[src/hw/rtl/wildcard_byte_pattern_scanner_unit_assert.svh]
// Assertion macros for the wildcard byte pattern scanner.
// NEXT checks the consequent in the cycle after the antecedent, SAME in the same cycle.
`ifndef WILDCARD_BYTE_PATTERN_SCANNER_UNIT_ASSERT_SVH
`define WILDCARD_BYTE_PATTERN_SCANNER_UNIT_ASSERT_SVH
`ifndef SYNTHESIS
`define WBPS_ASSERT_NEXT(label, clk, rst, ante, cons) \
   label: assert property (@(posedge clk) disable iff (rst) (ante) |=> (cons)) \
      else $error("wbps: next-cycle check failed");
`define WBPS_ASSERT_SAME(label, clk, rst, ante, cons) \
   label: assert property (@(posedge clk) disable iff (rst) (ante) |-> (cons)) \
      else $error("wbps: same-cycle check failed");
`else
`define WBPS_ASSERT_NEXT(label, clk, rst, ante, cons)
`define WBPS_ASSERT_SAME(label, clk, rst, ante, cons)
`endif
`endif

[src/hw/rtl/wbps_pkg.sv]
`default_nettype none

package wbps_pkg;

   localparam int BYTE_W   = 8;
   localparam int SET_SIZE = 256;
   localparam int CFG_W    = 6;
   localparam int OFFSET_W = 32;
   localparam int POS_W    = 5;
   localparam int KIND_W   = 2;

   localparam logic [OFFSET_W-1:0] OFFSET_MAX = '1;

   localparam logic [KIND_W-1:0] KIND_LITERAL = 2'd0;
   localparam logic [KIND_W-1:0] KIND_WILD    = 2'd1;
   localparam logic [KIND_W-1:0] KIND_SET     = 2'd2;

   typedef enum logic [1:0] {
      CMD_WRITE_POS = 2'd0,
      CMD_ADD_SET   = 2'd1,
      CMD_SCAN      = 2'd2,
      CMD_RESTART   = 2'd3
   } cmd_type;

   typedef struct packed {
      logic              write_pos;
      logic              add_set;
      logic [KIND_W-1:0] kind;
      logic [BYTE_W-1:0] value;
   } cell_ctl_type;

endpackage

`default_nettype wire

[src/hw/rtl/wbps_pos_cell.sv]
`default_nettype none

module wbps_pos_cell
   import wbps_pkg::*;
(
   input  wire logic         clock,
   input  wire logic         reset,
   input  wire cell_ctl_type ctl,
   output logic              accept
);

   logic [KIND_W-1:0]   kind_ff;
   logic [KIND_W-1:0]   kind_in;
   logic [BYTE_W-1:0]   literal_ff;
   logic [BYTE_W-1:0]   literal_in;
   logic [SET_SIZE-1:0] set_map_ff;
   logic [SET_SIZE-1:0] set_map_in;

   always_comb begin
      kind_in    = kind_ff;
      literal_in = literal_ff;
      set_map_in = set_map_ff;
      if (ctl.write_pos) begin
         kind_in    = ctl.kind;
         literal_in = ctl.value;
         set_map_in = '0;
      end else if (ctl.add_set) begin
         set_map_in[ctl.value] = 1'b1;
      end
   end

   always_ff @(posedge clock) begin
      if (reset) begin
         kind_ff    <= KIND_LITERAL;
         literal_ff <= '0;
         set_map_ff <= '0;
      end else begin
         kind_ff    <= kind_in;
         literal_ff <= literal_in;
         set_map_ff <= set_map_in;
      end
   end

   // ctl.value carries the haystack byte during a scan
   always_comb begin
      case (kind_ff)
         KIND_LITERAL: accept = (literal_ff == ctl.value);
         KIND_WILD:    accept = 1'b1;
         KIND_SET:     accept = set_map_ff[ctl.value];
         default:      accept = 1'b0;
      endcase
   end

endmodule

`default_nettype wire
[config.mk]
export PLATFORM = sky130hd
export DESIGN_NAME = wbps_pos_cell
export DESIGN_NICKNAME = d
export VERILOG_FILES = /design/src/hw/rtl/wildcard_byte_pattern_scanner_unit_assert.svh /design/src/hw/rtl/wbps_pkg.sv /design/src/hw/rtl/wbps_pos_cell.sv
export SDC_FILE = /design/constraint.sdc
export NUM_CORES = 1
export LEC_CHECK = 0
export ABC_AREA = 1
export BUFFER_PORTS_ARGS = -buffer_cell sky130_fd_sc_hd__buf_2
export CORE_MARGIN = 2
export CORE_UTILIZATION = 61
export DETAILED_ROUTE_END_ITERATION = 12
export GPL_TIMING_DRIVEN = 0
export HOLD_SLACK_MARGIN = 0.08
export PLACE_DENSITY_LB_ADDON = 0.25
export SYNTH_ARGS = -nofsm -noshare
export SYNTH_HDL_FRONTEND = slang
export SYNTH_SLANG_ARGS = --single-unit
[constraint.sdc]
create_clock -name clock -period 3.35 [get_ports clock]
set_clock_uncertainty 0.05 [all_clocks]
set_input_delay 0.335 -clock clock [delete_from_list [all_inputs] [get_ports clock]]
set_output_delay 0.335 -clock clock [all_outputs]
set_load 0.01 [all_outputs]
==> results by group, run 1 <==
Status
  – Status: completed

Worst setup path
  – Worst path cell trace: dlygate4sd3_1 -> buf_4 -> nand2_4 -> inv_1 -> buf_2 -> nand2_1 -> nand2_1 -> nor2_1 -> nor2_1 -> nor2_1 -> nand2_1 -> nand2_1 -> nand2_1 -> o21ai_1 -> nand2_1 -> buf_2
  – Setup crit start kind: input port
  – Worst R2R Path Depth: 2
  – CP arrival: 2.94 ns
  – Worst-path cell with the longest stage delay: dlygate4sd3_1
  – Crit-path max cell delay: 0.54 ns
  – Worst EP required: 2.96 ns
  – Critical path class: input port to primary output
  – Most used cell along the critical path: nand2_1
  – Peak fanout along the critical path: 10
  – Worst Setup End Kind: primary output

Synthesis
  – Post-synth net total: 1739
  – Unique masters post-synth: 24
  – Register area share after synthesis: 45.5%
  – Synth top area share: 45.5%
  – Synth Cell Area: 11700 µm²
  – Post-synthesis cell count: 1725
  – Most area-hungry cell type in the Yosys netlist: dfxtp_1
  – #FFs+latches synth: 266
  – Dominant cells by area after synthesis: dfxtp_1, nand2_1, a21oi_1
  – Post-Syn Area per Cell: 6.78 µm²
  – Ys Warns: 0

Routing
  – Routed length per instance: 20.2 µm
  – # DRC: 0
  – DRT Wirelength: 41000 µm
  – Vias: 12047
  – Pre-Repair DR Iteration Count: 6
  – Antenna Nets Post-Route: 0
  – Drt first-iter violations: 1771
  – Via density: 5.95

STA
  – Peak Freq: 301 MHz
  – Final setup fails: 0
  – Hold Fails Final Rpt: 0
  – Hold slack: 0.135 ns
  – Worst rel slew slack: 43.1%
  – Final Max Tran Viols: 0
  – Final setup margin: 0.0270 ns
  – Slew @ Worst Pin: 0.854 ns
  – RSZ-0062 raised after global routing: false
  – Tcrit/Tclk final: 99.2%
  – Total negative slack: 0 ns
  – Tmin final: 3.32 ns

Power and ir drop
  – Power Density: 515 nW/µm²
  – Total power: 6.69 mW
  – VDD IR max: 0.440 mV
  – Leakage power: 4.99 nW

Flow run
  – Max Cap Viol: 0

Floorplan
  – Die extent in x: 142 µm
  – Die area: 20300 µm²
  – Initial Util: 62.3%
  – Die H: 142 µm
  – Core Region: 18800 µm²
  – Row count: 50
  – I/O pins: 15

Placed design
  – IO buf count: 10
  – Hpwl dp: 25600 µm
  – Dpl ws: 0.698 ns
  – Routability cong.: 1.03
  – Placed Instance Area: 12000 µm²

Final layout
  – P&R area growth vs syn: 11.2%
  – Area of the multi-input gates: 5330 µm²
  – FF+latch area: 5330 µm²
  – Number of fill cells in the layout: 1623
  – Diode count: 0
  – Layout cells sized above 1: 7.53%
  – Post-Layout Inst Area: 13000 µm²
  – Fin nets: 1786

Clock network
  – Post_cts resized: 0
  – Cts bufs inserted: 28
  – H-tree depth: 1
  – Worst-path clk slew: 0.06 ns
  – CTS tree: built
  – Clk_lat worst skew: 0.54 ns
  – CTS Root Cell: clkbuf_16
  – Clk sinks: 266
  – Clock Tree Buf Depth: 3

GRT
  – Congestion Overflow GR: 0
  – Number of global-route vias before repair: 10891
  – First-pass GRT wire length: 61400 µm
  – Pin count of the biggest net entering global routing: 14
  – Total GRT Usage: 40.2%
  – Initial antenna violation count: 0

Min path
  – WHS Path Cells: 3
  – Worst min path class: input port to flip-flop
worst max-delay path, delay by kind of cell:
| kind | cells | cell delay [ns] |
|---|---|---|
| AND/OR/NAND/NOR | 10 | 0.89 |
| AO/OA/AOI/OAI | 1 | 0.09 |
| buffers and inverters | 5 | 1.60 |
flip-flops by register name (all words and copies together), names as in the netlist:
signal and flops:
set_map_ff 256, kind_ff 2, literal_ff 8
layer usage:
metal | wire (µm) | global-route usage, %
met1 | 14700 | 51.7
met4 | 3370 | 25.4
met5 | 0 | 0
met3 | 5740 | 8.88
met2 | 17100 | 61.3
repair_timing:
item	CTS	global route
setup buffers	0	0
hold endpoints to repair	7	0
hold buffers	7	0
where the power goes:
| group | total (mW) | switching, mW | internal [mW] | leakage (nW) |
|---|---|---|---|---|
| Clock | 3.07 | 1.27 | 1.79 | 0.437 |
| Combinational | 0.445 | 0.361 | 0.0842 | 2.41 |
| Sequential | 3.18 | 0.00639 | 3.17 | 2.14 |
stage by stage:
step	std cells	utilization, %
CTS	2026	69.3
global placement	1969	64.1
finish	2026	69.3
global route	2026	69.3
detailed placement	1969	64.1
floorplan	1725	-
worst paths after layout:
path                            slack [ns]              end       startpoint
worst max-delay path                  0.03           accept           ctl[3]
worst min-delay path                  0.13    literal_ff[2]           ctl[2]
worst max register to register        2.60       kind_ff[1]       kind_ff[1]
worst min register to register        0.40  set_map_ff[226]  set_map_ff[226]
synthesized netlist by cell type, drive strengths merged:
cell      n
a21oi   265
nor3     11
or2       3
nand2   594
a31o      1
dfxtp   266
o21ai    92
buf      59
clkbuf   52
inv     119
a211oi    7
nand3     4
xnor2     6
nor2    246
cell type report:
cell class	instances	share of cell area [%]
timing repair buffer	17	0.924
inverter	119	3.44
clock inverter	3	0.308
tap	234	2.25
multi-input combinational	1229	41.0
sequential	266	41.0
clock buffer	47	6.56
buffer	111	4.59
cells in the final DEF, fill, tap and decap left out, drive strengths merged:
| master | count |
|---|---|
| a211oi | 7 |
| a21oi | 265 |
| a31o | 1 |
| buf | 69 |
| bufinv | 1 |
| clkbuf | 99 |
| clkinv | 2 |
| dfxtp | 266 |
| dlygate4sd3 | 7 |
| inv | 119 |
| nand2 | 594 |
| nand3 | 4 |
| nor2 | 246 |
| nor3 | 11 |
| o21ai | 92 |
| or2 | 3 |
| xnor2 | 6 |
cells by family (layout without fill, tap and decap cells):
logic type	after synthesis	in the layout	synth area share, %
AO/OA/AOI/OAI	365	365	15.8
buffers and inverters	230	297	8.92
XOR/XNOR	6	6	0.449
flip-flops	266	266	45.5
AND/OR/NAND/NOR	858	858	29.3
Power figures use the tool's default switching activity.
==> run 2, diff against run 1 <==
--- a/config.mk
+++ b/config.mk
@@ -8,11 +8,11 @@
 export ABC_AREA = 1
 export BUFFER_PORTS_ARGS = -buffer_cell sky130_fd_sc_hd__buf_2
 export CORE_MARGIN = 2
-export CORE_UTILIZATION = 61
+export CORE_UTILIZATION = 43
 export DETAILED_ROUTE_END_ITERATION = 12
 export GPL_TIMING_DRIVEN = 0
 export HOLD_SLACK_MARGIN = 0.08
-export PLACE_DENSITY_LB_ADDON = 0.25
+export PLACE_DENSITY = 0.62
 export SYNTH_ARGS = -nofsm -noshare
 export SYNTH_HDL_FRONTEND = slang
 export SYNTH_SLANG_ARGS = --single-unit
==> run 2 against run 1 <==
Net effect:
- register-to-register slack got worse by 0.05 ns
- combinational power grew 3%
- routed wire length grew 5.9%
- cell area up 1.7%
- final cell count grew 5.6%
- count of clock-buffer cells in the layout decreased by 1
- largest power group is now the clock network
- highest routed layer unchanged
==> results by group, run 2 (synthesized netlist as in run 1, its figures left out) <==
Final layout
  – Layout cells sized above 1: 8.01%
  – Regs by FF count: set_map_ff (256), literal_ff (8), kind_ff (2)
  – Biggest register: set_map_ff
  – Post-Layout Inst Area: 13200 µm²
  – Diode count: 0
  – Number of fill cells in the layout: 2832
  – Commonest non-fill, non-tap cell in the layout: nand2_1
  – Most frequent cells in the layout: nand2_1, dfxtp_1, a21oi_1
  – Fin nets: 1790
  – P&R area growth vs syn: 13.1%
  – Flip-flop count of the largest register after layout: 256

Flow run
  – Max Cap Viol: 0

Worst setup path
  – Worst R2R Path Depth: 2
  – Worst EP required: 2.96 ns
  – CP arrival: 2.85 ns
  – Worst-path cell with the longest stage delay: dlygate4sd3_1
  – Critical Path Source: ctl[3]
  – Worst path cell trace: dlygate4sd3_1 -> buf_4 -> nand2_4 -> inv_2 -> buf_2 -> nand2_1 -> nand2_1 -> nor2_1 -> nor2_1 -> nor2_1 -> nand2_1 -> nand2_1 -> nand2_1 -> o21ai_1 -> nand2_1 -> buf_2
  – Setup crit start kind: input port
  – Peak fanout along the critical path: 10
  – Most used cell along the critical path: nand2_1
  – Crit-path max cell delay: 0.53 ns
  – Worst Setup EP: accept
  – FF-to-FF End: kind_ff[1]
  – Critical register-to-register path startpoint: kind_ff[1]
  – Critical path class: input port to primary output
  – Worst Setup End Kind: primary output
  – R2R setup slack: 2.55 ns

Clock network
  – Clk sinks: 266
  – Cts bufs inserted: 29
  – Worst-path clk slew: 0.06 ns
  – H-tree depth: 1
  – Clk_lat worst skew: 0.55 ns
  – Clock Tree Buf Depth: 3
  – CTS Root Cell: clkbuf_16
  – CTS tree: built

Placed design
  – Hpwl dp: 27600 µm
  – Routability cong.: 0.940
  – IO buf count: 10
  – Placed Instance Area: 12200 µm²

STA
  – Tmin final: 3.23 ns
  – Tcrit/Tclk final: 96.5%
  – Slew @ Worst Pin: 0.923 ns
  – RSZ-0062 raised after global routing: false
  – Worst rel slew slack: 38.4%
  – Total negative slack: 0 ns
  – Hold Fails Final Rpt: 0
  – Final Max Tran Viols: 0
  – Peak Freq: 309 MHz
  – Final setup fails: 0

Min path
  – Worst min path class: input port to flip-flop

GRT
  – Total GRT Usage: 30.3%
  – Pin count of the biggest net entering global routing: 15
  – Initial antenna violation count: 0
  – Number of global-route vias before repair: 10578
  – Congestion Overflow GR: 0
  – First-pass GRT wire length: 64400 µm

Floorplan
  – Die extent in x: 169 µm
  – Core Region: 26800 µm²
  – Die area: 28500 µm²
  – I/O pins: 15
  – Die H: 169 µm
  – Row count: 60
  – Initial Util: 43.6%

Status
  – Status: completed

Routing
  – # DRC: 0
  – Routed length per instance: 20.3 µm
  – Pre-Repair DR Iteration Count: 6
  – Antenna Nets Post-Route: 0
  – Drt first-iter violations: 1316
  – Via density: 5.45
  – DRT Wirelength: 43400 µm
  – Vias: 11664

Power and ir drop
  – VDD IR max: 0.375 mV
  – Leakage power: 5.03 nW
  – Power Density: 519 nW/µm²
-- run 2: final cells by class --
type	instances	area (µm²)	share of cell area [%]
Clock buffer	46	860	6.50
Buffer	111	599	4.53
Multi-Input combinational cell	1229	5330	40.3
Clock inverter	7	91.3	0.691
Tap cell	341	427	3.23
Inverter	119	450	3.41
Sequential cell	266	5330	40.3
Timing Repair Buffer	20	143	1.08
-- run 2: critical path: cells and delay by family --
family / cells / cell delay (ns)
buffers and inverters: 5 / 1.46
AND/OR/NAND/NOR: 10 / 0.92
AO/OA/AOI/OAI: 1 / 0.10
-- run 2: worst min path at each step --
stage,from,end,slack [ns],cells after the start
final,ctl[2],literal_ff[2],0.13,3
after floorplan,set_map_ff[231],set_map_ff[231],0.38,2
after global routing,ctl[2],literal_ff[2],0.14,3
after detailed placement,set_map_ff[235],set_map_ff[235],0.39,2
after CTS,ctl[2],literal_ff[2],0.11,3
after global placement,set_map_ff[64],set_map_ff[64],0.39,2
-- run 2: layer usage --
metal / global-route usage [%] / share of wire, % / wire [µm]
met5: 0 / 0 / 0
met1: 40.8 / 41 / 18000
met3: 5.26 / 9.9 / 4300
met4: 13.6 / 4.9 / 2120
met2: 47.7 / 44 / 19000
-- run 2: power by group --
group | total (mW) | internal [mW] | leakage, nW | switching [mW]
sequential | 3.18 | 3.17 | 2.14 | 0.00594
combinational | 0.460 | 0.0869 | 2.42 | 0.373
clock | 3.23 | 1.90 | 0.464 | 1.33
-- run 2: repair_timing --
| action | CTS | global route |
|---|---|---|
| setup buffers | 0 | 3 |
| resized for setup | 0 | 3 |
| hold buffers | 7 | 0 |
| hold endpoints to repair | 7 | 0 |
| endpoints found under the setup margin | 0 | 1 |
-- run 2: through the flow --
step	cells	utilization, %	hold WS (ns)	power [mW]	setup WS, ns
after floorplan	1725	-	0.380	3.48	1.39
after global placement	2076	45.4	0.387	3.68	0.535
after detailed placement	2076	45.4	0.390	3.68	0.556
after CTS	2136	49.2	0.111	6.85	0.0437
after global routing	2139	49.4	0.139	7.02	0.0301
final	2139	49.4	0.129	6.87	0.118
